**src/dmpid_pkg.sv**
```systemverilog
// ----------------------------------------------------------------------------
// dmpid_pkg
// Shared types and constants of the dual mode PID motor power core.
// ----------------------------------------------------------------------------
package dmpid_pkg;

   // fixed point format and state widths
   localparam int FRAC_BITS    = 16;
   localparam int INTEG_W      = 48;
   localparam int INTEG_SUM_W  = INTEG_W + 2;
   localparam int VAL_W        = 32;
   localparam int GAIN_W       = 32;
   localparam int DT_W         = 20;
   localparam int POWER_W      = 8;

   // term and power arithmetic
   localparam int TERM_W       = 46;
   localparam int SUM_W        = TERM_W + 3;
   localparam int SCALE_W      = SUM_W + 7;
   localparam int POWER_MAX    = 100;

   // shared multiplier: 32x32, wide operand taken in two halves
   localparam int MUL_W        = 32;
   localparam int PROD_W       = 2 * MUL_W;
   localparam int BMAG_W       = 2 * MUL_W;
   localparam int ACC_W        = PROD_W + MUL_W;

   // shared divider: radix 4 restoring
   localparam int DIV_W        = 52;
   localparam int DIV_RADIX    = 2;
   localparam int DIV_STEPS    = DIV_W / DIV_RADIX;
   localparam int DIV_CNT_W    = $clog2(DIV_STEPS);
   localparam logic [DT_W-1:0] US_PER_S = 20'd1000000;

   // configuration
   localparam int CSR_INDEX_W  = 3;
   localparam int CSR_DATA_W   = 47;
   localparam int TOL_W        = 31;
   localparam int CAP_W        = 47;
   localparam int CMP_W        = 65;
   localparam logic MODE_VELOCITY = 1'b0;

   typedef enum logic [CSR_INDEX_W-1:0] {
      CSR_PROP_GAIN  = 3'd0,
      CSR_INTEG_GAIN = 3'd1,
      CSR_DERIV_GAIN = 3'd2,
      CSR_ERR_TOL    = 3'd3,
      CSR_INTEG_CAP  = 3'd4,
      CSR_MODE       = 3'd5
   } csr_index_type;

   typedef struct packed {
      logic signed [GAIN_W-1:0] proportional_gain;
      logic signed [GAIN_W-1:0] integral_gain;
      logic signed [GAIN_W-1:0] derivative_gain;
      logic [TOL_W-1:0]         error_tolerance;
      logic [CAP_W-1:0]         integral_cap;
      logic                     control_mode;
   } cfg_type;

   typedef struct packed {
      logic signed [VAL_W-1:0] setpoint;
      logic signed [VAL_W-1:0] measured;
      logic [DT_W-1:0]         elapsed_us;
   } req_payload_type;

   typedef struct packed {
      logic signed [POWER_W-1:0] drive_power;
      logic                      power_clamped;
   } rsp_payload_type;

   typedef enum logic [3:0] {
      ST_IDLE,
      ST_ERR,
      ST_MUL_INC,
      ST_DIV_INC_LD,
      ST_DIV_INC,
      ST_INTEG,
      ST_DIV_RATE_LD,
      ST_DIV_RATE,
      ST_RATE,
      ST_TERM_LO,
      ST_TERM_HI,
      ST_TERM_ACC,
      ST_TERM_ADD,
      ST_SCALE,
      ST_OUT
   } state_type;

   typedef enum logic [1:0] {
      MUL_INC,
      MUL_RATE,
      MUL_TERM_LO,
      MUL_TERM_HI
   } mul_src_type;

   typedef enum logic [1:0] {
      TERM_P,
      TERM_I,
      TERM_D
   } term_sel_type;

   typedef struct packed {
      logic         load;
      logic         calc_err;
      logic         calc_derr;
      logic         mul_en;
      mul_src_type  mul_src;
      logic         div_load;
      logic         div_by_dt;
      logic         div_step;
      logic         integ_update;
      logic         rate_latch;
      term_sel_type term;
      logic         acc_load;
      logic         acc_add_hi;
      logic         term_add;
      logic         scale;
      logic         out_load;
   } cmd_type;

   typedef struct packed {
      logic dt_zero;
   } status_type;

endpackage

```
**src/dmpid_csr.sv**
```systemverilog
// ----------------------------------------------------------------------------
// dmpid_csr
// Configuration register file, written through a plain write port.
// ----------------------------------------------------------------------------
module dmpid_csr (
   input  logic                               clock,
   input  logic                               reset,
   input  logic                               csr_write,
   input  logic [dmpid_pkg::CSR_INDEX_W-1:0]  csr_index,
   input  logic [dmpid_pkg::CSR_DATA_W-1:0]   csr_wdata,
   output dmpid_pkg::cfg_type                 cfg
);

   dmpid_pkg::cfg_type cfg_ff;
   dmpid_pkg::cfg_type cfg_in;

   always_comb begin
      cfg_in = cfg_ff;
      if (csr_write) begin
         case (dmpid_pkg::csr_index_type'(csr_index))
            dmpid_pkg::CSR_PROP_GAIN: begin
               cfg_in.proportional_gain = $signed(csr_wdata[dmpid_pkg::GAIN_W-1:0]);
            end
            dmpid_pkg::CSR_INTEG_GAIN: begin
               cfg_in.integral_gain = $signed(csr_wdata[dmpid_pkg::GAIN_W-1:0]);
            end
            dmpid_pkg::CSR_DERIV_GAIN: begin
               cfg_in.derivative_gain = $signed(csr_wdata[dmpid_pkg::GAIN_W-1:0]);
            end
            dmpid_pkg::CSR_ERR_TOL: begin
               cfg_in.error_tolerance = csr_wdata[dmpid_pkg::TOL_W-1:0];
            end
            dmpid_pkg::CSR_INTEG_CAP: begin
               cfg_in.integral_cap = csr_wdata[dmpid_pkg::CAP_W-1:0];
            end
            dmpid_pkg::CSR_MODE: begin
               cfg_in.control_mode = csr_wdata[0];
            end
            default: begin
               // unmapped index: write dropped
            end
         endcase
      end
   end

   always_ff @(posedge clock) begin
      if (reset) begin
         cfg_ff <= '0;
      end else begin
         cfg_ff <= cfg_in;
      end
   end

   assign cfg = cfg_ff;

endmodule

```
**config.mk**
```make
export PLATFORM = sky130hd
export DESIGN_NAME = dmpid_csr
export DESIGN_NICKNAME = d
export VERILOG_FILES = /design/src/dmpid_pkg.sv /design/src/dmpid_csr.sv
export SDC_FILE = /design/constraint.sdc
export NUM_CORES = 1
export LEC_CHECK = 0
export BUFFER_PORTS_ARGS = -buffer_cell sky130_fd_sc_hd__buf_4
export CAP_MARGIN = 20
export CORE_MARGIN = 5
export CORE_UTILIZATION = 51
export DETAILED_ROUTE_END_ITERATION = 12
export PLACE_DENSITY_LB_ADDON = 0.08
export SLEW_MARGIN = 20
export SYNTH_ARGS = -nofsm -noshare
export SYNTH_HDL_FRONTEND = slang
export SYNTH_SLANG_ARGS = --single-unit
```
**constraint.sdc**
```tcl
create_clock -name clock -period 1.5 [get_ports clock]
set_input_delay 0.15 -clock clock [delete_from_list [all_inputs] [get_ports clock]]
set_output_delay 0.15 -clock clock [all_outputs]
set_load 0.005 [all_outputs]
```
==> flow_summary_export.csv <==
group,metric,value,unit
status,status,"finished, final reports clean",
placed_design,placed_cells,999,
global_routing,grt_use_met3,7.52,%
yosys,synthXorXnorAreaFrac,0,%
global_routing,grt_max_degree,75,
hold_path,hold_depth,3,
clocking,ctsResizeCount,0,
cells_and_area,fill_cells,1017,
power,powerDensity,1040,nW/um2
cells_and_area,drive_gt1_share,32.3,%
placed_design,place_hpwl,12600,um
global_routing,antenna_found_initial,0,
sta,tns,0,ns
critical_path,worst-path-max-fanout,2,
cells_and_area,diodes,0,
hold_path,hp-class,"in2reg",
yosys,synth_area,6970,um2
yosys,synth_top_family_by_area,"multiplexers",
yosys,syn_nets,681,
critical_path,worst_r2r_endpoint,"cfg[168]$_SDFFE_PP0P_",
global_routing,grt_overflow_total,0,
yosys,synth-simple-area-share,21.3,%
critical_path,max_stage_delay,0.38,ns
sta,finalSetupViolations,0,
sta,hold_viol,0,
yosys,ys_types,13,
floorplanning,rows,42,
global_routing,use_met2,36.6,%
yosys,synth-seq-cells,175,
routing,ant_nets,0,
critical_path,critical_path_arrival,0.92,ns
critical_path,crit_chain,"buf_4",
sta,post-route-period-util,71.6,%
clocking,cts_setup_buffers,0,
power,p_total,9.94,mW
floorplanning,dieArea,16100,um2
critical_path,slowest_stage,"dfxtp_1",
cells_and_area,instances_no_fill,1037,
global_routing,grt_pass1_wl,27700,um
sta,relSlewSlack,71.2,%
yosys,synthCells,628,
yosys,muxShareOfSynthArea,25.1,%
global_routing,busiest_layer,"met2",
sta,tightest_slew,0.432,ns
hold_path,min_from,"csr_wdata[43]",
routing,routed_wl,17600,um
power,p_leak,4.73,nW
yosys,synth_area_per_cell,11.1,um2
clocking,postCtsHoldBufs,6,
routing,drt_iter0_drc,217,
sta,min_period,1.07,ns
routing,vias,5144,
critical_path,start_kind,"register",
power,irDropWorstVdd,828,uV
floorplanning,io_pins,228,
critical_path,reg2regPathDepth,2,
critical_path,endpoint_kind,"primary output",
power,p_int,7.79,mW
sta,finalMaxSlewViolations,0,
cells_and_area,seq_area,3500,um2
critical_path,critical-path-top-delay-family,"flip-flops",
clocking,clk_pin_slew,0.06,ns
power,p_switching,2.15,mW
run,maxCapViolCount,0,
global_routing,met1_usage,25.1,%
cells_and_area,utilization,71.7,%
cells_and_area,layout.nets,901,
critical_path,required,1.35,ns
floorplanning,core-area,13300,um2
cells_and_area,final_cell_mix,"buf_4, nand2b_1, mux2i_1, dfxtp_1, clkbuf_16",
floorplanning,die_h,127,um
clocking,clockRootBuffer,"clkbuf_16",
placed_design,portBuffers,227,
critical_path,regToRegSetupSlack,0.84,ns
power,switching_share,21.6,%
power,clkPwrFrac,43.5,%
clocking,cts_tree,"yes",
sta,fmax,931,MHz
clocking,numCtsBuffers,17,
routing,drt-wirelength-per-cell,17.0,um
critical_path,r2r-start,"cfg[168]$_SDFFE_PP0P_",
clocking,clock_sink_count,175,
floorplanning,start_util,52.2,%
yosys,synthAdderAreaFrac,0,%
placed_design,globalplace.congestion,0.777,
cells_and_area,largest_reg_flops,175,
global_routing,grt_usage,21.6,%
yosys,ys_warn_count,0,
sta,setup_ws,0.426,ns
clocking,insertion_delay,0.41,ns
sta,rsz0062_at_grt,"false",
cells_and_area,multi_input_comb_area,3300,um2
power,combPwrFrac,8.0,%
placed_design,dp_slack,0.176,ns
cells_and_area,areaGrowthSynthToFinish,37.3,%
routing,dr.pass1.iters,6,
clocking,cts_buffer_depth,2,
routing,viasPerCell,4.96,
hold_path,worstHoldEndpoint,"cfg[44]$_SDFFE_PP0P_",
cells_and_area,final_common_cell,"buf_4",
sta,fin_worst_skew,0,ns
clocking,cts_max_level,4,
critical_path,critPathKind,"reg2out",
yosys,synth_compound_area_share,0,%
routing,drc,0,
power,seqPwrFrac,48.4,%
global_routing,grt_pass1_vias,5310,
floorplanning,chipWidth,127,um
critical_path,critical_path_buf_inv_count,1,
yosys,synth-seq-area-share,50.3,%
## how the worst max path moves through the flow
stage                     startpoint  cells after the start                    end  slack, ns
2_1_floorplan           csr_index[0]                      5  cfg[165]$_SDFFE_PP0P_       0.20
3_3_place_gp            csr_index[1]                      3  cfg[165]$_SDFFE_PP0P_       0.21
3_5_place_dp            csr_index[1]                      4  cfg[146]$_SDFFE_PP0P_       0.18
4_1_cts        cfg[141]$_SDFFE_PP0P_                      1               cfg[141]       0.41
5_1_grt        cfg[118]$_SDFFE_PP0P_                      1               cfg[118]       0.39
6_report       cfg[118]$_SDFFE_PP0P_                      1               cfg[118]       0.43
## layout make-up
| type | count | share of cell area [%] |
|---|---|---|
| clock buffers | 23 | 4.99 |
| repair buffers | 248 | 20.5 |
| clock inverters | 9 | 1.14 |
| flip-flops and latches | 175 | 36.6 |
| well taps | 176 | 2.30 |
| multi-input cells | 406 | 34.4 |
## synth_stat cells (all sizes together)
| cell type | n | area, um2 |
|---|---|---|
| and4bb | 1 | 12.5 |
| buf | 21 | 133 |
| clkbuf | 26 | 97.6 |
| dfxtp | 175 | 3500 |
| mux2i | 175 | 1750 |
| nand2b | 222 | 1390 |
| nand4b | 2 | 17.5 |
| nand4bb | 3 | 33.8 |
| nor4b | 1 | 8.76 |
| nor4bb | 1 | 10.0 |
| or4b | 1 | 13.8 |
## kinds of logic (layout without fill, tap and decap cells)
family | count (synthesis) | count (layout)
and+or+nand+nor | 231 | 231
buffers and inverters | 47 | 280
DFF | 175 | 175
muxes | 175 | 175
## power groups by stage
stage,sequential [mW],combinational (mW),clock (mW)
6_report,4.81,0.798,4.32
5_1_grt,4.82,0.862,4.61
4_1_cts,4.81,0.808,4.40
3_5_place_dp,4.91,0.792,0
3_3_place_gp,4.91,0.774,0
2_1_floorplan,4.91,0.392,0
## per-stage QoR
| step | hold WS, ns | area [um2] |
|---|---|---|
| after floorplan | 0.305 | 6970 |
| after global placement | 0.422 | 8920 |
| after detailed placement | 0.433 | 8920 |
| after CTS | 0.0000164 | 9570 |
| after global routing | 0.00641 | 9570 |
| final | 0.0141 | 9570 |
## metal layers
metal  wire length (um)  part of all wire, %
met5                  0                    0
met4                417                  2.4
met3               1410                  8.0
met2               8610                   49
met1               7190                   41
No activity file was read; power rests on OpenSTA's default activity.
