<file path="src/dmpid_pkg.sv">
// ----------------------------------------------------------------------------
// dmpid_pkg
// Shared types and constants of the dual mode PID motor power core.
// ----------------------------------------------------------------------------
package dmpid_pkg;

   // fixed point format and state widths
   localparam int FRAC_BITS    = 16;
   localparam int INTEG_W      = 48;
   localparam int INTEG_SUM_W  = INTEG_W + 2;
   localparam int VAL_W        = 32;
   localparam int GAIN_W       = 32;
   localparam int DT_W         = 20;
   localparam int POWER_W      = 8;

   // term and power arithmetic
   localparam int TERM_W       = 46;
   localparam int SUM_W        = TERM_W + 3;
   localparam int SCALE_W      = SUM_W + 7;
   localparam int POWER_MAX    = 100;

   // shared multiplier: 32x32, wide operand taken in two halves
   localparam int MUL_W        = 32;
   localparam int PROD_W       = 2 * MUL_W;
   localparam int BMAG_W       = 2 * MUL_W;
   localparam int ACC_W        = PROD_W + MUL_W;

   // shared divider: radix 4 restoring
   localparam int DIV_W        = 52;
   localparam int DIV_RADIX    = 2;
   localparam int DIV_STEPS    = DIV_W / DIV_RADIX;
   localparam int DIV_CNT_W    = $clog2(DIV_STEPS);
   localparam logic [DT_W-1:0] US_PER_S = 20'd1000000;

   // configuration
   localparam int CSR_INDEX_W  = 3;
   localparam int CSR_DATA_W   = 47;
   localparam int TOL_W        = 31;
   localparam int CAP_W        = 47;
   localparam int CMP_W        = 65;
   localparam logic MODE_VELOCITY = 1'b0;

   typedef enum logic [CSR_INDEX_W-1:0] {
      CSR_PROP_GAIN  = 3'd0,
      CSR_INTEG_GAIN = 3'd1,
      CSR_DERIV_GAIN = 3'd2,
      CSR_ERR_TOL    = 3'd3,
      CSR_INTEG_CAP  = 3'd4,
      CSR_MODE       = 3'd5
   } csr_index_type;

   typedef struct packed {
      logic signed [GAIN_W-1:0] proportional_gain;
      logic signed [GAIN_W-1:0] integral_gain;
      logic signed [GAIN_W-1:0] derivative_gain;
      logic [TOL_W-1:0]         error_tolerance;
      logic [CAP_W-1:0]         integral_cap;
      logic                     control_mode;
   } cfg_type;

   typedef struct packed {
      logic signed [VAL_W-1:0] setpoint;
      logic signed [VAL_W-1:0] measured;
      logic [DT_W-1:0]         elapsed_us;
   } req_payload_type;

   typedef struct packed {
      logic signed [POWER_W-1:0] drive_power;
      logic                      power_clamped;
   } rsp_payload_type;

   typedef enum logic [3:0] {
      ST_IDLE,
      ST_ERR,
      ST_MUL_INC,
      ST_DIV_INC_LD,
      ST_DIV_INC,
      ST_INTEG,
      ST_DIV_RATE_LD,
      ST_DIV_RATE,
      ST_RATE,
      ST_TERM_LO,
      ST_TERM_HI,
      ST_TERM_ACC,
      ST_TERM_ADD,
      ST_SCALE,
      ST_OUT
   } state_type;

   typedef enum logic [1:0] {
      MUL_INC,
      MUL_RATE,
      MUL_TERM_LO,
      MUL_TERM_HI
   } mul_src_type;

   typedef enum logic [1:0] {
      TERM_P,
      TERM_I,
      TERM_D
   } term_sel_type;

   typedef struct packed {
      logic         load;
      logic         calc_err;
      logic         calc_derr;
      logic         mul_en;
      mul_src_type  mul_src;
      logic         div_load;
      logic         div_by_dt;
      logic         div_step;
      logic         integ_update;
      logic         rate_latch;
      term_sel_type term;
      logic         acc_load;
      logic         acc_add_hi;
      logic         term_add;
      logic         scale;
      logic         out_load;
   } cmd_type;

   typedef struct packed {
      logic dt_zero;
   } status_type;

endpackage

</file>
<file path="src/dmpid_ctrl.sv">
// ----------------------------------------------------------------------------
// dmpid_ctrl
// Sequencer: steps one transaction through error, integral, rate, the three
// gain terms and the power scaling, and owns the result valid.
// ----------------------------------------------------------------------------
module dmpid_ctrl (
   input  logic                   clock,
   input  logic                   reset,
   input  logic                   req_valid,
   output logic                   req_stall,
   output logic                   rsp_valid,
   input  logic                   rsp_stall,
   input  dmpid_pkg::status_type  status,
   output dmpid_pkg::cmd_type     cmd
);

   dmpid_pkg::state_type    state_ff, state_in;
   dmpid_pkg::term_sel_type term_ff, term_in;
   logic [dmpid_pkg::DIV_CNT_W-1:0] cnt_ff, cnt_in;
   logic rsp_valid_ff, rsp_valid_in;

   localparam logic [dmpid_pkg::DIV_CNT_W-1:0] CNT_LAST =
      dmpid_pkg::DIV_CNT_W'(dmpid_pkg::DIV_STEPS - 1);

   always_ff @(posedge clock) begin
      if (reset) begin
         state_ff     <= dmpid_pkg::ST_IDLE;
         term_ff      <= dmpid_pkg::TERM_P;
         cnt_ff       <= '0;
         rsp_valid_ff <= 1'b0;
      end else begin
         state_ff     <= state_in;
         term_ff      <= term_in;
         cnt_ff       <= cnt_in;
         rsp_valid_ff <= rsp_valid_in;
      end
   end

   always_comb begin
      state_in     = state_ff;
      term_in      = term_ff;
      cnt_in       = cnt_ff;
      rsp_valid_in = rsp_valid_ff && rsp_stall;
      cmd          = '0;
      cmd.term     = term_ff;
      req_stall    = 1'b1;

      case (state_ff)
         dmpid_pkg::ST_IDLE: begin
            req_stall = 1'b0;
            if (req_valid) begin
               cmd.load = 1'b1;
               state_in = dmpid_pkg::ST_ERR;
            end
         end
         dmpid_pkg::ST_ERR: begin
            cmd.calc_err = 1'b1;
            term_in      = dmpid_pkg::TERM_P;
            state_in     = dmpid_pkg::ST_MUL_INC;
         end
         dmpid_pkg::ST_MUL_INC: begin
            cmd.calc_derr = 1'b1;
            cmd.mul_en    = 1'b1;
            cmd.mul_src   = dmpid_pkg::MUL_INC;
            state_in      = dmpid_pkg::ST_DIV_INC_LD;
         end
         dmpid_pkg::ST_DIV_INC_LD: begin
            cmd.div_load = 1'b1;
            cnt_in       = '0;
            state_in     = dmpid_pkg::ST_DIV_INC;
         end
         dmpid_pkg::ST_DIV_INC: begin
            cmd.div_step = 1'b1;
            cnt_in       = cnt_ff + 1'b1;
            if (cnt_ff == CNT_LAST) begin
               state_in = dmpid_pkg::ST_INTEG;
            end
         end
         dmpid_pkg::ST_INTEG: begin
            cmd.integ_update = 1'b1;
            cmd.mul_en       = 1'b1;
            cmd.mul_src      = dmpid_pkg::MUL_RATE;
            // no interval: skip the rate division, rate is zero
            state_in = status.dt_zero ? dmpid_pkg::ST_RATE : dmpid_pkg::ST_DIV_RATE_LD;
         end
         dmpid_pkg::ST_DIV_RATE_LD: begin
            cmd.div_load  = 1'b1;
            cmd.div_by_dt = 1'b1;
            cnt_in        = '0;
            state_in      = dmpid_pkg::ST_DIV_RATE;
         end
         dmpid_pkg::ST_DIV_RATE: begin
            cmd.div_step = 1'b1;
            cnt_in       = cnt_ff + 1'b1;
            if (cnt_ff == CNT_LAST) begin
               state_in = dmpid_pkg::ST_RATE;
            end
         end
         dmpid_pkg::ST_RATE: begin
            cmd.rate_latch = 1'b1;
            state_in       = dmpid_pkg::ST_TERM_LO;
         end
         dmpid_pkg::ST_TERM_LO: begin
            cmd.mul_en  = 1'b1;
            cmd.mul_src = dmpid_pkg::MUL_TERM_LO;
            state_in    = dmpid_pkg::ST_TERM_HI;
         end
         dmpid_pkg::ST_TERM_HI: begin
            cmd.acc_load = 1'b1;
            cmd.mul_en   = 1'b1;
            cmd.mul_src  = dmpid_pkg::MUL_TERM_HI;
            state_in     = dmpid_pkg::ST_TERM_ACC;
         end
         dmpid_pkg::ST_TERM_ACC: begin
            cmd.acc_add_hi = 1'b1;
            state_in       = dmpid_pkg::ST_TERM_ADD;
         end
         dmpid_pkg::ST_TERM_ADD: begin
            cmd.term_add = 1'b1;
            case (term_ff)
               dmpid_pkg::TERM_P: begin
                  term_in  = dmpid_pkg::TERM_I;
                  state_in = dmpid_pkg::ST_TERM_LO;
               end
               dmpid_pkg::TERM_I: begin
                  term_in  = dmpid_pkg::TERM_D;
                  state_in = dmpid_pkg::ST_TERM_LO;
               end
               default: begin
                  state_in = dmpid_pkg::ST_SCALE;
               end
            endcase
         end
         dmpid_pkg::ST_SCALE: begin
            cmd.scale = 1'b1;
            state_in  = dmpid_pkg::ST_OUT;
         end
         dmpid_pkg::ST_OUT: begin
            // hold until the result register is free or drains this cycle
            if (!rsp_valid_ff || !rsp_stall) begin
               cmd.out_load = 1'b1;
               rsp_valid_in = 1'b1;
               state_in     = dmpid_pkg::ST_IDLE;
            end
         end
         default: begin
            state_in = dmpid_pkg::ST_IDLE;
         end
      endcase
   end

   assign rsp_valid = rsp_valid_ff;

endmodule

</file>
<file path="config.mk">
export PLATFORM = sky130hd
export DESIGN_NAME = dmpid_ctrl
export DESIGN_NICKNAME = d
export VERILOG_FILES = /design/src/dmpid_pkg.sv /design/src/dmpid_ctrl.sv
export SDC_FILE = /design/constraint.sdc
export NUM_CORES = 1
export LEC_CHECK = 0
export ABC_CLOCK_PERIOD_IN_PS = 3200
export BUFFER_PORTS_ARGS = -buffer_cell sky130_fd_sc_hd__buf_2
export CELL_PAD_IN_SITES_DETAIL_PLACEMENT = 0
export CELL_PAD_IN_SITES_GLOBAL_PLACEMENT = 1
export CORE_MARGIN = 2
export CORE_UTILIZATION = 37
export DETAILED_ROUTE_END_ITERATION = 16
export PLACE_DENSITY_LB_ADDON = 0.05
export SLEW_MARGIN = 30
export SYNTH_ARGS = -nofsm -noshare
export SYNTH_HDL_FRONTEND = slang
export SYNTH_SLANG_ARGS = --single-unit
export TNS_END_PERCENT = 10
</file>
<file path="constraint.sdc">
create_clock -name clock -period 3.2 [get_ports clock]
set_input_delay 0.32 -clock clock [delete_from_list [all_inputs] [get_ports clock]]
set_output_delay 0.32 -clock clock [all_outputs]
set_load 0.02 [all_outputs]
</file>
==> summary.md, run 1 <==
| Metric | Value |
|---|---|
| Io pins | 25 |
| CP peak stage delay | 0.71 ns |
| Psw | 0.000364 W |
| Reg2Reg Launch Point | state_ff[0] |
| Setup crit end kind | primary output |
| Wirelength per Cell | 13.2 um |
| Reg2reg end | cnt_ff[4] |
| Syn Std Cell Area | 787 um^2 |
| Crit-path slowest cell | dfxtp_1 |
| Highest metal used | met4 |
| Met2 routed WL | 895 um |
| Routed via count | 796 |
| Maxcap violations | 0 |
| Root buffer cell | clkbuf_4 |
| Combinational share of power | 0.483 |
| Max VDD drop | 421 uV |
| Hold Crit Class | input pin to flop |
| FMAX | 0.476 GHz |
| YS warnings | 0 |
| Setup Buffers After CTS | 0 |
| Global route overflow | 0 |
| Cts hold-fix bufs | 0 |
| # nets final | 129 |
| H-tree depth | 1 |
| EDFF count, synth | 0 |
| Sink Count | 12 |
| CP bufs+invs | 1 |
| R2r setup slk | 1.40 ns |
| Syn Nets | 106 |
| Synthesized area per cell | 7.95 um^2 |
| Register share of total power | 0.349 |
| Pleak | 0.404 nW |
| Mapped Cells | 99 |
| Sw frac | 0.484 |
| Hold slack | 0.329 ns |
| CP max FO | 19 |
| Clk pwr share | 0.168 |
| Synth Register Bits | 12 |
| Antenna violations before repair | 0 |
| Worst EP arrival | 1.78 ns |
| Share of cells above drive strength 1 | 0.289 |
| CP cell instances | nor2b_1, nor3_4, buf_2 |
| Largest net degree at the start of global routing | 20 |
| 1st-iter DRT viols | 16 |
| Final Skew | 0.00552 ns |
| Flip-flop and latch area | 240 um^2 |
| Site Rows | 16 |
| Die outline height | 50.1 um |
| Fillers | 200 |
| Final hold violations | 0 |
| Crit path launch | state_ff[0] |
| Internal Power | 0.000389 W |
| # DRC | 0 |
| Final Max Tran Viols | 0 |
| Delay-heaviest family, CP | flip-flops |
| Vias in the first global route | 711 |
| Commonest non-fill, non-tap cell in the layout | buf_2 |
| Drt first pass iters | 4 |
| Min Tclk post-route | 2.10 ns |
| R2R depth | 4 |
| Unrepaired setup endpoints after global routing | false |
| Area growth syn-to-layout | 20.8% |
| Initial core utilization | 0.397 |
| Status | complete, no violations |
| Worst setup margin | 1.10 ns |
| Worst-Skew Late Latency | 0.28 ns |
| Placed wire-length estimate | 1.35 mm |
| Pwr Density | 791 nW/um^2 |
| Area occupied by multi-input gates | 502 um^2 |
| Setup Crit Path Kind | flop to primary output |
| DP Worst Slack | 1.44 ns |
| Final Cycle Share | 0.657 |
| Post-route ant nets | 0 |
| Commonest cells after routing, fill and taps aside | buf_2 (24), dfxtp_1 (12), nor2_1 (9) |
| First-pass GRT wire length | 3.28 mm |
| Critical Path RT | 2.88 ns |
| Fin Setup TNS | 0 ns |
| CP Capture Point | cmd[9] |
| GR Util All Layers | 0.170 |
| Longest Clk Path Bufs | 2 |
| Detail Route met3 WL | 119 um |
| DIE AREA | 2510 um^2 |
| Top_reg_cell synth | dfxtp_1 |
| Final GP Congestion | 0.792 |
| Async S/R FF share, synth | 0 |
| Critical Path Stages | 3 |
| CTS clk-pin slew, worst paths | 0.09 ns |
| Least-Margin Pin Slew | 0.596 ns |
| IO buf count | 24 |
| Post_cts resized | 0 |
| Ant. Diodes | 0 |
| Headroom to the max-slew limit | 0.602 |
| Vias per cell | 5.38 |
| CTS tree | built |
| Die X | 50.1 um |
| Core Box Area | 1980 um^2 |
| Final setup violation count | 0 |
| Yosys cell types | 36 |
| Post-Route WL | 1.96 mm |
| Met1 wire length | 928 um |
| CP startpoint kind | flop |
| Sequential-to-total area share from yosys stat | 0.305 |
| CTS buffer count | 3 |
==> worst min path at each step <==
stage                   start           to  slack, ns  cells after the start
floorplan               reset  state_ff[3]       0.39                      1
global placement    cnt_ff[4]    cnt_ff[4]       0.47                      1
detailed placement  cnt_ff[4]    cnt_ff[4]       0.48                      1
CTS                 rsp_stall    rsp_valid       0.32                      3
global route        rsp_stall    rsp_valid       0.34                      3
finish              rsp_stall    rsp_valid       0.33                      3
==> through the flow <==
step	util	cell area, um^2	std cells	total power, W
floorplan	-	787	99	0.000542
global placement	0.461	915	144	0.000629
detailed placement	0.461	915	144	0.000629
CTS	0.480	951	148	0.000758
global route	0.480	951	148	0.000809
finish	0.480	951	148	0.000753
==> layer usage <==
metal | track usage | vias up
met5 | 0 | -
met3 | 0.0667 | 2
met4 | 0.0509 | 0
met1 | 0.223 | 363
li1 | - | 410
met2 | 0.254 | 21
==> cell usage after synthesis (2+ instances only) <==
cell type   n  share of area
a21oi_1     8          0.051
a311oi_1    4          0.045
a41oi_1     3          0.033
buf_2       3          0.019
clkbuf_1    3          0.014
dfxtp_1    12           0.31
ha_1        2          0.032
inv_1       5          0.024
nand2_1     8          0.038
nand2b_1    5          0.040
nand3_1     4          0.025
nor2_1      9          0.043
nor2b_1     2          0.016
nor3_1      5          0.032
o211ai_1    2          0.019
o21ai_0     3          0.019
o31ai_1     2          0.019
==> power groups by stage <==
| stage | clock (W) | combinational [W] | sequential, W |
|---|---|---|---|
| 5_1_grt | 0.000138 | 0.000396 | 0.000275 |
| 3_5_place_dp | 0 | 0.000365 | 0.000264 |
| 6_report | 0.000126 | 0.000363 | 0.000263 |
| 4_1_cts | 0.000131 | 0.000367 | 0.000261 |
| 3_3_place_gp | 0 | 0.000364 | 0.000265 |
| 2_1_floorplan | 0 | 0.000342 | 0.000200 |
==> kinds of logic after synthesis <==
| group | synth area share |
|---|---|
| flops | 0.305 |
| fa+ha+maj | 0.0318 |
| compound gates | 0.248 |
| xor+xnor | 0.0111 |
| simple gates | 0.320 |
| mux | 0.0270 |
| buf+inv | 0.0572 |
==> state kept, by name, summed over array words and instances (netlist names) <==
register   count
cnt_ff         5
state_ff       4
term_ff        2
rsp_valid      1
==> worst min-delay path: stages <==
cell and delay, ns:
buf_2 0.10, nand2_1 0.08, a21oi_1 0.06
==> final cells by class <==
cell class | count | area share
flip-flops and latches | 12 | 0.253
clock buffers | 4 | 0.0382
well taps | 27 | 0.0355
inverters | 5 | 0.0197
repair buffers | 24 | 0.126
multi-input cells | 76 | 0.528
(Power assumes the default switching activity.)
==> run 2, diff against run 1 <==
--- a/config.mk
+++ b/config.mk
@@ -5,12 +5,12 @@
 export SDC_FILE = /design/constraint.sdc
 export NUM_CORES = 1
 export LEC_CHECK = 0
-export ABC_CLOCK_PERIOD_IN_PS = 3200
+export ABC_CLOCK_PERIOD_IN_PS = 2000
 export BUFFER_PORTS_ARGS = -buffer_cell sky130_fd_sc_hd__buf_2
 export CELL_PAD_IN_SITES_DETAIL_PLACEMENT = 0
 export CELL_PAD_IN_SITES_GLOBAL_PLACEMENT = 1
 export CORE_MARGIN = 2
-export CORE_UTILIZATION = 37
+export CORE_UTILIZATION = 35
 export DETAILED_ROUTE_END_ITERATION = 16
 export PLACE_DENSITY_LB_ADDON = 0.05
 export SLEW_MARGIN = 30
==> constraint.sdc (replaced) <==
create_clock -name clock -period 2 [get_ports clock]
set_input_delay 0.2 -clock clock [delete_from_list [all_inputs] [get_ports clock]]
set_output_delay 0.2 -clock clock [all_outputs]
set_load 0.02 [all_outputs]
==> run 2 against run 1 <==
- critical path depth grew 1
- power grew 59%
- sequential cell count is the same
- final cell count grew 2.0%
- largest cell class unchanged
- largest power group unchanged
- core utilization shrank 3.6 points
==> summary.md, run 2 (synthesized netlist as in run 1, its figures left out) <==
| Metric | Value |
|---|---|
| Longest Clk Path Bufs | 2 |
| Placed wire-length estimate | 1.51 mm |
| Post-route ant nets | 0 |
| Final Cycle Share | 0.891 |
| Fin cells | 151 |
| CP peak stage delay | 0.51 ns |
| Maxcap violations | 0 |
| Global route overflow | 0 |
| Delay-heaviest family, CP | flip-flops |
| Fin Setup TNS | 0 ns |
| First-pass GRT wire length | 3.22 mm |
| Final Skew | 0.00433 ns |
| Register name with the most flops | cnt_ff |
| Setup Crit Path Kind | flop to primary output |
| CP max FO | 15 |
| Setup crit end kind | primary output |
| Commonest non-fill, non-tap cell in the layout | buf_2 |
| Site Rows | 17 |
| Least-Margin Pin Slew | 0.437 ns |
| Fillers | 232 |
| Hold slack | 0.233 ns |
| Final GP Congestion | 0.737 |
| Largest regs | cnt_ff x5, state_ff x4, term_ff x2 |
| Pwr Density | 1240 nW/um^2 |
| Largest net degree at the start of global routing | 16 |
| Worst-Skew Late Latency | 0.27 ns |
| FMAX | 0.561 GHz |
| Worst EP arrival | 1.58 ns |
| Wirelength per Cell | 13.5 um |
| Vias in the first global route | 709 |
| CTS buffer count | 3 |
| GR Util All Layers | 0.167 |
| Final Max Tran Viols | 0 |
| Status | complete, no violations |
| Hold Crit Class | input pin to flop |
| Headroom to the max-slew limit | 0.708 |
| CP cell instances | nor2b_1, nand3_1, a21oi_1, buf_2 |
| Area growth syn-to-layout | 22.3% |
| Critical Path Stages | 4 |
| DIE AREA | 2640 um^2 |
| Max VDD drop | 497 uV |
| # nets final | 132 |
| Final setup violation count | 0 |
| CP bufs+invs | 1 |
| CP startpoint kind | flop |
| Flip-flop and latch area | 241 um^2 |
| Commonest cells after routing, fill and taps aside | buf_2 (24), dfxtp_1 (11), nor2_1 (9) |
| Share of cells above drive strength 1 | 0.309 |
| Crit-path slowest cell | dfxtp_2 |
| Root buffer cell | clkbuf_4 |
| Die X | 51.4 um |
| Core Util, Final | 0.443 |
| Antenna violations before repair | 0 |
| 1st-iter DRT viols | 17 |
| Routed via count | 821 |
| Io pins | 25 |
| Pleak | 0.413 nW |
| Hold path depth | 3 |
| Core Box Area | 2170 um^2 |
| Sink Count | 12 |
| Final hold violations | 0 |
| Critical Path RT | 1.80 ns |
| Min Tclk post-route | 1.78 ns |
| Die outline height | 51.4 um |
| Vias per cell | 5.44 |
| CTS clk-pin slew, worst paths | 0.07 ns |
| R2R depth | 4 |
| Area occupied by multi-input gates | 502 um^2 |
| Max reg flops | 5 |
| Unrepaired setup endpoints after global routing | false |
| # DRC | 0 |
| CTS tree | built |
| Drt first pass iters | 4 |
| Ant. Diodes | 0 |
| H-tree depth | 1 |
| Inst Count DP | 148 |
| Post-Route WL | 2.03 mm |
| IO buf count | 24 |
| Initial core utilization | 0.363 |
==> run 2: worst min-delay path: stages <==
cell	delay (ns)
buf_2	0.10
nand2_1	0.08
a21oi_1	0.07
==> run 2: area by class of cell <==
class,instances,share of cell area
Clock buffer,3,0.0234
Inverter,5,0.0195
Multi-Input combinational cell,76,0.521
Sequential cell,12,0.251
Tap cell,28,0.0364
Timing Repair Buffer,27,0.148
==> run 2: report_power, final <==
group          leakage [nW]  internal [W]  switching [W]
sequential           0.0976      0.000279       0.000111
combinational         0.301      0.000259       0.000396
clock                0.0138     0.0000696      0.0000811
total                 0.413      0.000608       0.000588
==> run 2: worst paths after layout <==
kind | startpoint | endpoint | slack (ns)
setup / recovery | state_ff[1] | cmd[0] | 0.22
hold / removal | rsp_stall | rsp_valid | 0.23
setup reg to reg | state_ff[2] | state_ff[0] | 0.37
hold reg to reg | cnt_ff[4] | cnt_ff[4] | 0.49
==> run 2: through the flow <==
stage	setup WS [ns]	area (um^2)	total power (W)
2_1_floorplan	0.499	787	0.000867
3_3_place_gp	0.351	938	0.00104
3_5_place_dp	0.325	938	0.00105
4_1_cts	0.0513	961	0.00120
5_1_grt	0.0799	962	0.00130
6_report	0.217	962	0.00120
==> run 2: what timing repair did <==
item	4_1_cts	5_1_grt
hold buffers	0	0
endpoints found under the setup margin	0	2
resized for setup	0	1
setup buffers	0	0
==> run 2: metal layers <==
layer  GRT usage  wire [um]  up-vias
met3      0.0380         94        2
met5           0          0        -
met1       0.206        946      390
met4      0.0789         16        0
met2       0.271        976       13
li1            -          -      416
