`config.mk`:
```
export PLATFORM = sky130hd
export DESIGN_NAME = dmpid_dp
export DESIGN_NICKNAME = d
export VERILOG_FILES = /design/src/dmpid_pkg.sv /design/src/dmpid_dp.sv
export SDC_FILE = /design/constraint.sdc
export NUM_CORES = 2
export LEC_CHECK = 0
export BUFFER_PORTS_ARGS = -buffer_cell sky130_fd_sc_hd__buf_2
export CAP_MARGIN = 20
export CORE_UTILIZATION = 55
export CTS_BUF_LIST = sky130_fd_sc_hd__clkbuf_16
export DETAILED_ROUTE_END_ITERATION = 10
export GPL_TIMING_DRIVEN = 0
export PLACE_DENSITY = 0.77
export SLEW_MARGIN = 20
export SYNTH_ARGS = -nofsm -noshare
export SYNTH_HDL_FRONTEND = slang
export SYNTH_SLANG_ARGS = --single-unit
```
`constraint.sdc`:
```
create_clock -name clock -period 14.1 [get_ports clock]
set_input_delay 3.525 -clock clock [delete_from_list [all_inputs] [get_ports clock]]
set_output_delay 3.525 -clock clock [all_outputs]
set_load 0.05 [all_outputs]
```
`src/dmpid_pkg.sv`:
```
// ----------------------------------------------------------------------------
// dmpid_pkg
// Shared types and constants of the dual mode PID motor power core.
// ----------------------------------------------------------------------------
package dmpid_pkg;

   // fixed point format and state widths
   localparam int FRAC_BITS    = 16;
   localparam int INTEG_W      = 48;
   localparam int INTEG_SUM_W  = INTEG_W + 2;
   localparam int VAL_W        = 32;
   localparam int GAIN_W       = 32;
   localparam int DT_W         = 20;
   localparam int POWER_W      = 8;

   // term and power arithmetic
   localparam int TERM_W       = 46;
   localparam int SUM_W        = TERM_W + 3;
   localparam int SCALE_W      = SUM_W + 7;
   localparam int POWER_MAX    = 100;

   // shared multiplier: 32x32, wide operand taken in two halves
   localparam int MUL_W        = 32;
   localparam int PROD_W       = 2 * MUL_W;
   localparam int BMAG_W       = 2 * MUL_W;
   localparam int ACC_W        = PROD_W + MUL_W;

   // shared divider: radix 4 restoring
   localparam int DIV_W        = 52;
   localparam int DIV_RADIX    = 2;
   localparam int DIV_STEPS    = DIV_W / DIV_RADIX;
   localparam int DIV_CNT_W    = $clog2(DIV_STEPS);
   localparam logic [DT_W-1:0] US_PER_S = 20'd1000000;

   // configuration
   localparam int CSR_INDEX_W  = 3;
   localparam int CSR_DATA_W   = 47;
   localparam int TOL_W        = 31;
   localparam int CAP_W        = 47;
   localparam int CMP_W        = 65;
   localparam logic MODE_VELOCITY = 1'b0;

   typedef enum logic [CSR_INDEX_W-1:0] {
      CSR_PROP_GAIN  = 3'd0,
      CSR_INTEG_GAIN = 3'd1,
      CSR_DERIV_GAIN = 3'd2,
      CSR_ERR_TOL    = 3'd3,
      CSR_INTEG_CAP  = 3'd4,
      CSR_MODE       = 3'd5
   } csr_index_type;

   typedef struct packed {
      logic signed [GAIN_W-1:0] proportional_gain;
      logic signed [GAIN_W-1:0] integral_gain;
      logic signed [GAIN_W-1:0] derivative_gain;
      logic [TOL_W-1:0]         error_tolerance;
      logic [CAP_W-1:0]         integral_cap;
      logic                     control_mode;
   } cfg_type;

   typedef struct packed {
      logic signed [VAL_W-1:0] setpoint;
      logic signed [VAL_W-1:0] measured;
      logic [DT_W-1:0]         elapsed_us;
   } req_payload_type;

   typedef struct packed {
      logic signed [POWER_W-1:0] drive_power;
      logic                      power_clamped;
   } rsp_payload_type;

   typedef enum logic [3:0] {
      ST_IDLE,
      ST_ERR,
      ST_MUL_INC,
      ST_DIV_INC_LD,
      ST_DIV_INC,
      ST_INTEG,
      ST_DIV_RATE_LD,
      ST_DIV_RATE,
      ST_RATE,
      ST_TERM_LO,
      ST_TERM_HI,
      ST_TERM_ACC,
      ST_TERM_ADD,
      ST_SCALE,
      ST_OUT
   } state_type;

   typedef enum logic [1:0] {
      MUL_INC,
      MUL_RATE,
      MUL_TERM_LO,
      MUL_TERM_HI
   } mul_src_type;

   typedef enum logic [1:0] {
      TERM_P,
      TERM_I,
      TERM_D
   } term_sel_type;

   typedef struct packed {
      logic         load;
      logic         calc_err;
      logic         calc_derr;
      logic         mul_en;
      mul_src_type  mul_src;
      logic         div_load;
      logic         div_by_dt;
      logic         div_step;
      logic         integ_update;
      logic         rate_latch;
      term_sel_type term;
      logic         acc_load;
      logic         acc_add_hi;
      logic         term_add;
      logic         scale;
      logic         out_load;
   } cmd_type;

   typedef struct packed {
      logic dt_zero;
   } status_type;

endpackage

```
`src/dmpid_dp.sv`:
```
// ----------------------------------------------------------------------------
// dmpid_dp
// Datapath: error, shared 32x32 multiplier, shared radix-4 divider, integral
// with saturation and clear rules, term accumulation and power scaling.
// ----------------------------------------------------------------------------
module dmpid_dp (
   input  logic                         clock,
   input  logic                         reset,
   input  dmpid_pkg::cmd_type           cmd,
   output dmpid_pkg::status_type        status,
   input  dmpid_pkg::cfg_type           cfg,
   input  dmpid_pkg::req_payload_type   req_data,
   output dmpid_pkg::rsp_payload_type   rsp_data
);

   // state and payload registers
   dmpid_pkg::req_payload_type               in_ff;
   logic signed [dmpid_pkg::VAL_W-1:0]       err_ff, err_in;
   logic signed [dmpid_pkg::VAL_W-1:0]       last_err_ff;
   logic [dmpid_pkg::VAL_W-1:0]              derr_mag_ff, derr_mag_in;
   logic                                     derr_neg_ff, derr_neg_in;
   logic signed [dmpid_pkg::INTEG_W-1:0]     integ_ff, integ_in;
   logic [dmpid_pkg::DIV_W-1:0]              rate_mag_ff;
   logic                                     rate_neg_ff;
   logic [dmpid_pkg::PROD_W-1:0]             prod_ff, prod_in;
   logic [dmpid_pkg::ACC_W-1:0]              acc_ff;
   logic signed [dmpid_pkg::SUM_W-1:0]       sum_ff, sum_in;
   logic signed [dmpid_pkg::SCALE_W-1:0]     scaled_ff, scaled_in;
   logic [dmpid_pkg::DIV_W-1:0]              quo_ff, quo_in;
   logic [dmpid_pkg::DT_W-1:0]               rem_ff, rem_in;
   logic [dmpid_pkg::DT_W-1:0]               divisor_ff;
   dmpid_pkg::rsp_payload_type               rsp_ff, rsp_in;

   // error
   logic [dmpid_pkg::VAL_W:0]                diff;
   logic [dmpid_pkg::VAL_W-1:0]              err_mag;
   logic [dmpid_pkg::VAL_W:0]                derr, derr_neg_full;

   always_comb begin
      diff = {in_ff.setpoint[dmpid_pkg::VAL_W-1], in_ff.setpoint}
           - {in_ff.measured[dmpid_pkg::VAL_W-1], in_ff.measured};
      case (diff[dmpid_pkg::VAL_W:dmpid_pkg::VAL_W-1])
         2'b01:   err_in = $signed({1'b0, {(dmpid_pkg::VAL_W-1){1'b1}}});
         2'b10:   err_in = $signed({1'b1, {(dmpid_pkg::VAL_W-1){1'b0}}});
         default: err_in = $signed(diff[dmpid_pkg::VAL_W-1:0]);
      endcase

      err_mag = err_ff[dmpid_pkg::VAL_W-1] ? (~err_ff + 1'b1) : err_ff;

      derr = {err_ff[dmpid_pkg::VAL_W-1], err_ff}
           - {last_err_ff[dmpid_pkg::VAL_W-1], last_err_ff};
      derr_neg_full = ~derr + 1'b1;
      derr_neg_in   = derr[dmpid_pkg::VAL_W];
      derr_mag_in   = derr_neg_in ? derr_neg_full[dmpid_pkg::VAL_W-1:0]
                                  : derr[dmpid_pkg::VAL_W-1:0];
   end

   // term operand selection
   logic signed [dmpid_pkg::GAIN_W-1:0]      gain;
   logic [dmpid_pkg::GAIN_W-1:0]             gain_mag;
   logic [dmpid_pkg::BMAG_W-1:0]             b_mag;
   logic                                     b_neg;
   logic [dmpid_pkg::INTEG_W-1:0]            integ_mag;

   always_comb begin
      integ_mag = integ_ff[dmpid_pkg::INTEG_W-1] ? (~integ_ff + 1'b1) : integ_ff;
      case (cmd.term)
         dmpid_pkg::TERM_P: begin
            gain  = cfg.proportional_gain;
            b_mag = dmpid_pkg::BMAG_W'(err_mag);
            b_neg = err_ff[dmpid_pkg::VAL_W-1];
         end
         dmpid_pkg::TERM_I: begin
            gain  = cfg.integral_gain;
            b_mag = dmpid_pkg::BMAG_W'(integ_mag);
            b_neg = integ_ff[dmpid_pkg::INTEG_W-1];
         end
         default: begin
            gain  = cfg.derivative_gain;
            b_mag = dmpid_pkg::BMAG_W'(rate_mag_ff);
            b_neg = rate_neg_ff;
         end
      endcase
      gain_mag = gain[dmpid_pkg::GAIN_W-1] ? (~gain + 1'b1) : gain;
   end

   // shared multiplier
   logic [dmpid_pkg::MUL_W-1:0] mul_a, mul_b;

   always_comb begin
      case (cmd.mul_src)
         dmpid_pkg::MUL_INC: begin
            mul_a = err_mag;
            mul_b = dmpid_pkg::MUL_W'(in_ff.elapsed_us);
         end
         dmpid_pkg::MUL_RATE: begin
            mul_a = derr_mag_ff;
            mul_b = dmpid_pkg::MUL_W'(dmpid_pkg::US_PER_S);
         end
         dmpid_pkg::MUL_TERM_LO: begin
            mul_a = gain_mag;
            mul_b = b_mag[dmpid_pkg::MUL_W-1:0];
         end
         default: begin
            mul_a = gain_mag;
            mul_b = b_mag[dmpid_pkg::BMAG_W-1:dmpid_pkg::MUL_W];
         end
      endcase
      prod_in = dmpid_pkg::PROD_W'(mul_a) * dmpid_pkg::PROD_W'(mul_b);
   end

   // shared divider, two quotient bits per step
   logic [dmpid_pkg::DT_W:0] div_trial;

   always_comb begin
      rem_in    = rem_ff;
      quo_in    = quo_ff;
      div_trial = '0;
      for (int i = 0; i < dmpid_pkg::DIV_RADIX; i++) begin
         div_trial = {rem_in, quo_in[dmpid_pkg::DIV_W-1]};
         quo_in    = {quo_in[dmpid_pkg::DIV_W-2:0], 1'b0};
         if (div_trial >= {1'b0, divisor_ff}) begin
            div_trial = div_trial - {1'b0, divisor_ff};
            quo_in[0] = 1'b1;
         end
         rem_in = div_trial[dmpid_pkg::DT_W-1:0];
      end
   end

   // integral update: saturating add, then velocity-mode clear rules
   logic [dmpid_pkg::INTEG_SUM_W-1:0]        inc_ext;
   logic signed [dmpid_pkg::INTEG_SUM_W-1:0] inc_s, isum;
   logic [2:0]                               isum_top;
   logic signed [dmpid_pkg::INTEG_W-1:0]     integ_sat;
   logic                                     velocity;

   always_comb begin
      velocity = (cfg.control_mode == dmpid_pkg::MODE_VELOCITY);
      inc_ext  = dmpid_pkg::INTEG_SUM_W'(quo_ff[dmpid_pkg::VAL_W-1:0]);
      inc_s    = err_ff[dmpid_pkg::VAL_W-1] ? $signed(~inc_ext + 1'b1) : $signed(inc_ext);
      isum     = $signed({{2{integ_ff[dmpid_pkg::INTEG_W-1]}}, integ_ff}) + inc_s;
      isum_top = isum[dmpid_pkg::INTEG_SUM_W-1:dmpid_pkg::INTEG_W-1];
      if ((&isum_top) || !(|isum_top)) begin
         integ_sat = isum[dmpid_pkg::INTEG_W-1:0];
      end else if (isum[dmpid_pkg::INTEG_SUM_W-1]) begin
         integ_sat = $signed({1'b1, {(dmpid_pkg::INTEG_W-1){1'b0}}});
      end else begin
         integ_sat = $signed({1'b0, {(dmpid_pkg::INTEG_W-1){1'b1}}});
      end

      if (velocity && (err_mag <= dmpid_pkg::VAL_W'(cfg.error_tolerance))) begin
         integ_in = '0;
      end else begin
         integ_in = integ_sat;
      end
      // only a positive excess over the cap clears
      if (velocity && ($signed(dmpid_pkg::CMP_W'(integ_in))
                       > $signed(dmpid_pkg::CMP_W'(cfg.integral_cap)))) begin
         integ_in = '0;
      end
   end

   // term: shift out the fraction, saturate magnitude, apply sign, accumulate
   logic [dmpid_pkg::ACC_W-1:0]        acc_shift;
   logic [dmpid_pkg::TERM_W-1:0]       term_mag;
   logic [dmpid_pkg::SUM_W-1:0]        term_ext;
   logic signed [dmpid_pkg::SUM_W-1:0] term_val;
   logic signed [dmpid_pkg::SCALE_W-1:0] sum_ext;

   always_comb begin
      acc_shift = acc_ff >> dmpid_pkg::FRAC_BITS;
      term_mag  = (|acc_shift[dmpid_pkg::ACC_W-1:dmpid_pkg::TERM_W])
                ? {dmpid_pkg::TERM_W{1'b1}} : acc_shift[dmpid_pkg::TERM_W-1:0];
      term_ext  = dmpid_pkg::SUM_W'(term_mag);
      term_val  = (gain[dmpid_pkg::GAIN_W-1] ^ b_neg) ? $signed(~term_ext + 1'b1)
                                                      : $signed(term_ext);
      sum_in    = sum_ff + term_val;
      // times 100 as 64 + 32 + 4
      sum_ext   = dmpid_pkg::SCALE_W'(sum_ff);
      scaled_in = (sum_ext <<< 6) + (sum_ext <<< 5) + (sum_ext <<< 2);
   end

   // power: divide by 2^FRAC_BITS toward zero, clamp
   logic signed [dmpid_pkg::SCALE_W-1:0] pow_bias, pow_q, pow_hi, pow_lo;

   always_comb begin
      pow_hi   = $signed(dmpid_pkg::SCALE_W'(dmpid_pkg::POWER_MAX));
      pow_lo   = -pow_hi;
      pow_bias = scaled_ff[dmpid_pkg::SCALE_W-1]
               ? $signed(dmpid_pkg::SCALE_W'((1 << dmpid_pkg::FRAC_BITS) - 1)) : '0;
      pow_q    = (scaled_ff + pow_bias) >>> dmpid_pkg::FRAC_BITS;
      if (pow_q > pow_hi) begin
         rsp_in.drive_power   = dmpid_pkg::POWER_W'(dmpid_pkg::POWER_MAX);
         rsp_in.power_clamped = 1'b1;
      end else if (pow_q < pow_lo) begin
         rsp_in.drive_power   = dmpid_pkg::POWER_W'(-dmpid_pkg::POWER_MAX);
         rsp_in.power_clamped = 1'b1;
      end else begin
         rsp_in.drive_power   = pow_q[dmpid_pkg::POWER_W-1:0];
         rsp_in.power_clamped = 1'b0;
      end
   end

   // controller-visible state
   always_ff @(posedge clock) begin
      if (reset) begin
         integ_ff    <= '0;
         last_err_ff <= '0;
      end else begin
         if (cmd.integ_update) begin
            integ_ff <= integ_in;
         end
         if (cmd.calc_derr) begin
            last_err_ff <= err_ff;
         end
      end
   end

   // working registers
   always_ff @(posedge clock) begin
      if (cmd.load) begin
         in_ff <= req_data;
      end
      if (cmd.calc_err) begin
         err_ff <= err_in;
         sum_ff <= '0;
      end
      if (cmd.calc_derr) begin
         derr_mag_ff <= derr_mag_in;
         derr_neg_ff <= derr_neg_in;
      end
      if (cmd.mul_en) begin
         prod_ff <= prod_in;
      end
      if (cmd.div_load) begin
         quo_ff     <= prod_ff[dmpid_pkg::DIV_W-1:0];
         rem_ff     <= '0;
         divisor_ff <= cmd.div_by_dt ? in_ff.elapsed_us : dmpid_pkg::US_PER_S;
      end else if (cmd.div_step) begin
         quo_ff <= quo_in;
         rem_ff <= rem_in;
      end
      if (cmd.rate_latch) begin
         rate_mag_ff <= status.dt_zero ? '0 : quo_ff;
         rate_neg_ff <= derr_neg_ff;
      end
      if (cmd.acc_load) begin
         acc_ff <= dmpid_pkg::ACC_W'(prod_ff);
      end else if (cmd.acc_add_hi) begin
         acc_ff <= acc_ff + {prod_ff, {dmpid_pkg::MUL_W{1'b0}}};
      end
      if (cmd.term_add) begin
         sum_ff <= sum_in;
      end
      if (cmd.scale) begin
         scaled_ff <= scaled_in;
      end
      if (cmd.out_load) begin
         rsp_ff <= rsp_in;
      end
   end

   assign status.dt_zero = (in_ff.elapsed_us == '0);
   assign rsp_data       = rsp_ff;

endmodule

```
==> summary.md <==
| Metric | Value |
|---|---|
| Status | finished clean |
| Simple-gate share of the synthesized area | between 10% and 20% |
| Reg2reg setup slack | roughly 1.3 ns |
| Port bufs | 283 |
| Largest net degree at the start of global routing | 55 |
| GR Overflow Total | 0 |
| CP Max Fanout | 10 |
| Setup WS pre-CTS | -4.06 ns |
| Main flop type after synthesis | edfxtp_1 |
| Post-synth top area cell | fa_1 |
| Final WS setup | 0.0169 ns |
| Seq/Total Area, Yosys | 21.1% |
| Gp weighted congestion | 1.11 |
| Peak per-stage delay on the critical path | slightly below 0.6 ns |
| Starting Density | 55.6% |
| Critical path endpoint | prod_ff[61]$_DFFE_PP_ |
| HPWL Detailed | about 250 mm |
| Final Hold Vio Count | 0 |
| Number of flops mapped to enable cells by yosys | 498 |
| Number of synthesized register bits | 630 |
| Final Setup Violations | 0 |
| Core ar. | 150000 um2 |
| # rows | 142 |
| Worst-Skew Late Latency | about 0.73 ns |
| Post-Syn Area | 83500 um2 |
| Most common cell in the netlist | inv_1 |
| Synth Area in Adders | 32.9% |
| Post-synth ARST share | 0% |
| Top cell type's share of synthesized area | 22.8% |
| DRT iter0 DRCs | 8420 |
| Setup Skew | between 0.07 and 0.08 ns |
| Total GRT Usage | 40.2% |
| CP dominant cell by count | fa_1 |
| Post-route ant nets | 0 |
| I/O pins | 289 |
| Avg Cell Area, Syn | 8.83 um2 |
| Die Wd | between 300 and 400 um |
| Routed wire per std cell | 25.9 um |
| Main combinational cell family by area after synthesis | adder cells |
| Finished Cell Area | 92200 um2 |
| Final slew viol count | 0 |
| Setup TNS | 0 ns |
| Compound-Gate Fraction of Synth Area | around 15% |
| Critical path's slowest cell | a21o_1 |
| Slew Limit Headroom | 17.7% |
| FF-to-FF Start | err_ff[0]$_DFFE_PP_ |
| Busiest grt layer | met2 |
| Post-synth top cells | 1325 x inv_1, 1110 x nand2_1, 951 x fa_1 |
| Die height | ~390 um |
| Share of cells above drive strength 1 | 9.67% |
| Worst Tran Pin Value | 1.22 ns |
| Vias in the first global route | 73088 |
| YS warnings | 0 |
| DR DRC count | 0 |
| Startpoint Class | primary input |
| # nets final | about 12000 |
| Die area | 153000 um2 |
| Minimum clock period | 14.08 ns |
| Final cycle utilization of the critical path | ~100% |
| M2 GR Usage | a little over three fifths |
| Met1 usage in global routing | 48.6% |
| CTS tree | yes |
| FF-to-FF path depth | 39 |
| Via count | 74250 |
| Yosys cell types | 92 |
| Worst hold path depth | 0 |
| H-tree levels | 3 |
| Number of max-cap violations | 0 |
| Area delta synth->final | 10.4% |
| Num CTS Buffers | 78 |
| First-pass GRT wire length | between 400 and 500 mm |
| Crit path DAT | 14.52 ns |
| Multiplexer share of the synthesized area | roughly 2.8% |
| Reg2reg end | prod_ff[57]$_DFFE_PP_ |
| CTS root buf | clkbuf_16 |
| Peak Freq | 71.0 MHz |
| Clk sinks | 630 |
| Initial antenna violation count | 22 |
| CP startpoint | cmd[6] |
| Hold crit path type | reg2reg |
| Grt met3 use | 10.4% |
| Via/cell ratio | 6.20 |
| Synthesized Nets | ~11000 |
| Hold WS | roughly 0.44 ns |
| Buffer depth of the longest clock path | 3 |
| Req. time, crit path | 14.54 ns |
| Crit Path Category | in2reg |
| Fill cells | 12991 |
| Synth Area in XOR/XNOR | under 10% |
| Post-synthesis cell count | 9458 |
| Endpoint type of the worst setup path | flop |
| Top post-synthesis cells by area | fa_1 23%, edfxtp_1 18%, ha_1 10% |
| Reg clk slew, reported paths | ~0.060 ns |
| Placed cell area | between 80000 and 90000 um2 |
| Total wire length | 311 mm |
| Drt pass-1 iters | 9 |
-- critical path: cells and delay by family --
kind / cells / cell delay [ns]
adder cells (fa/ha/maj): 9 / 4.15
buffers and inverters: 12 / 1.96
AO/OA/AOI/OAI: 11 / 2.76
AND/OR/NAND/NOR: 4 / 0.85
multiplexers: 1 / 0.28
XOR/XNOR: 2 / 0.95
-- final cells by class --
| type | instances | area, um2 | share of cell area (%) |
|---|---|---|---|
| Antenna cell | 15 | 37.5 | 0.0407 |
| Clock inverter | 66 | 602 | 0.652 |
| Tap cell | 2016 | 2520 | 2.73 |
| Clock buffer | 78 | 1950 | 2.12 |
| Inverter | 1331 | 5000 | 5.42 |
| Sequential cell | 630 | 17600 | 19.1 |
| Multi-Input combinational cell | 7075 | 60400 | 65.5 |
| Buffer | 412 | 1940 | 2.10 |
| Timing Repair Buffer | 361 | 2190 | 2.37 |
-- what timing repair did --
item                                    CTS  global route
cloned                                    0             1
gates resized for setup                 207           182
endpoints found under the setup margin   45            26
hold buffers                              0             0
pin swaps                                27            45
setup buffers                            32            31
-- worst min path at each step --
stage	from	end	slack (ns)
finish	derr_neg_ff$_DFFE_PP_	rate_neg_ff$_DFFE_PP_	0.44
global route	derr_neg_ff$_DFFE_PP_	rate_neg_ff$_DFFE_PP_	0.46
CTS	derr_neg_ff$_DFFE_PP_	rate_neg_ff$_DFFE_PP_	0.44
detailed placement	derr_neg_ff$_DFFE_PP_	rate_neg_ff$_DFFE_PP_	0.43
global placement	derr_neg_ff$_DFFE_PP_	rate_neg_ff$_DFFE_PP_	0.42
floorplan	derr_neg_ff$_DFFE_PP_	rate_neg_ff$_DFFE_PP_	0.40
-- sequential cells by signal, indices dropped and copies added, names as in the netlist, 20 cells and up --
register	flops
acc_ff	80
derr_mag_ff	32
divisor_ff	20
err_ff	32
in_ff	84
integ_ff	48
last_err_ff	32
prod_ff	64
quo_ff	52
rate_mag_ff	52
rem_ff	20
scaled_ff	54
sum_ff	49
-- kinds of logic after synthesis --
| kind of cell | Yosys count |
|---|---|
| AOI/OAI and AO/OA | 1908 |
| adders and majority gates | 1626 |
| and+or+nand+nor | 2805 |
| muxes | 219 |
| xor gates and xnor gates | 517 |
| DFF | 630 |
| buffers and inverters | 1753 |
-- per-stage QoR --
stage	util (%)	std cells
after CTS	60.8	11940
after detailed placement	58.4	11771
after global routing	61.3	11975
final	61.4	11984
after global placement	58.2	11757
after floorplan	-	9458
-- metal layers --
metal	vias to the layer above	part of all wire, %
met3	1165	11
met1	36120	36
met2	4404	44
li1	32539	-
met4	22	8.5
met5	-	0.068
-- cell usage in the layout (no fill, tap or decap), drive strengths merged, types with 47 or more instances in the layout --
cell type  Yosys  final
nand2b        76     76
buf           66    433
mux2i        131    131
nand2       1111   1111
ha           675    675
nor3          96     96
o31ai         66     66
a211oi        87     87
nor2b        114    114
and2         128    128
and3          53     53
xnor2        319    319
a21oi        587    587
clkbuf       356    417
o21bai        53     53
mux2          88     88
inv         1328   1351
nand3        115    115
edfxtp       498    498
o21ai        388    388
o21a          72     72
a21o         299    299
nor2         811    811
xor2         198    198
fa           951    951
a31oi         57     57
or3           47     47
dfxtp        132    132
nand4         77     77
Power is left out: the tool's default activity adds up to more than one toggle a clock period on the data nets, which glitch-free logic cannot reach.
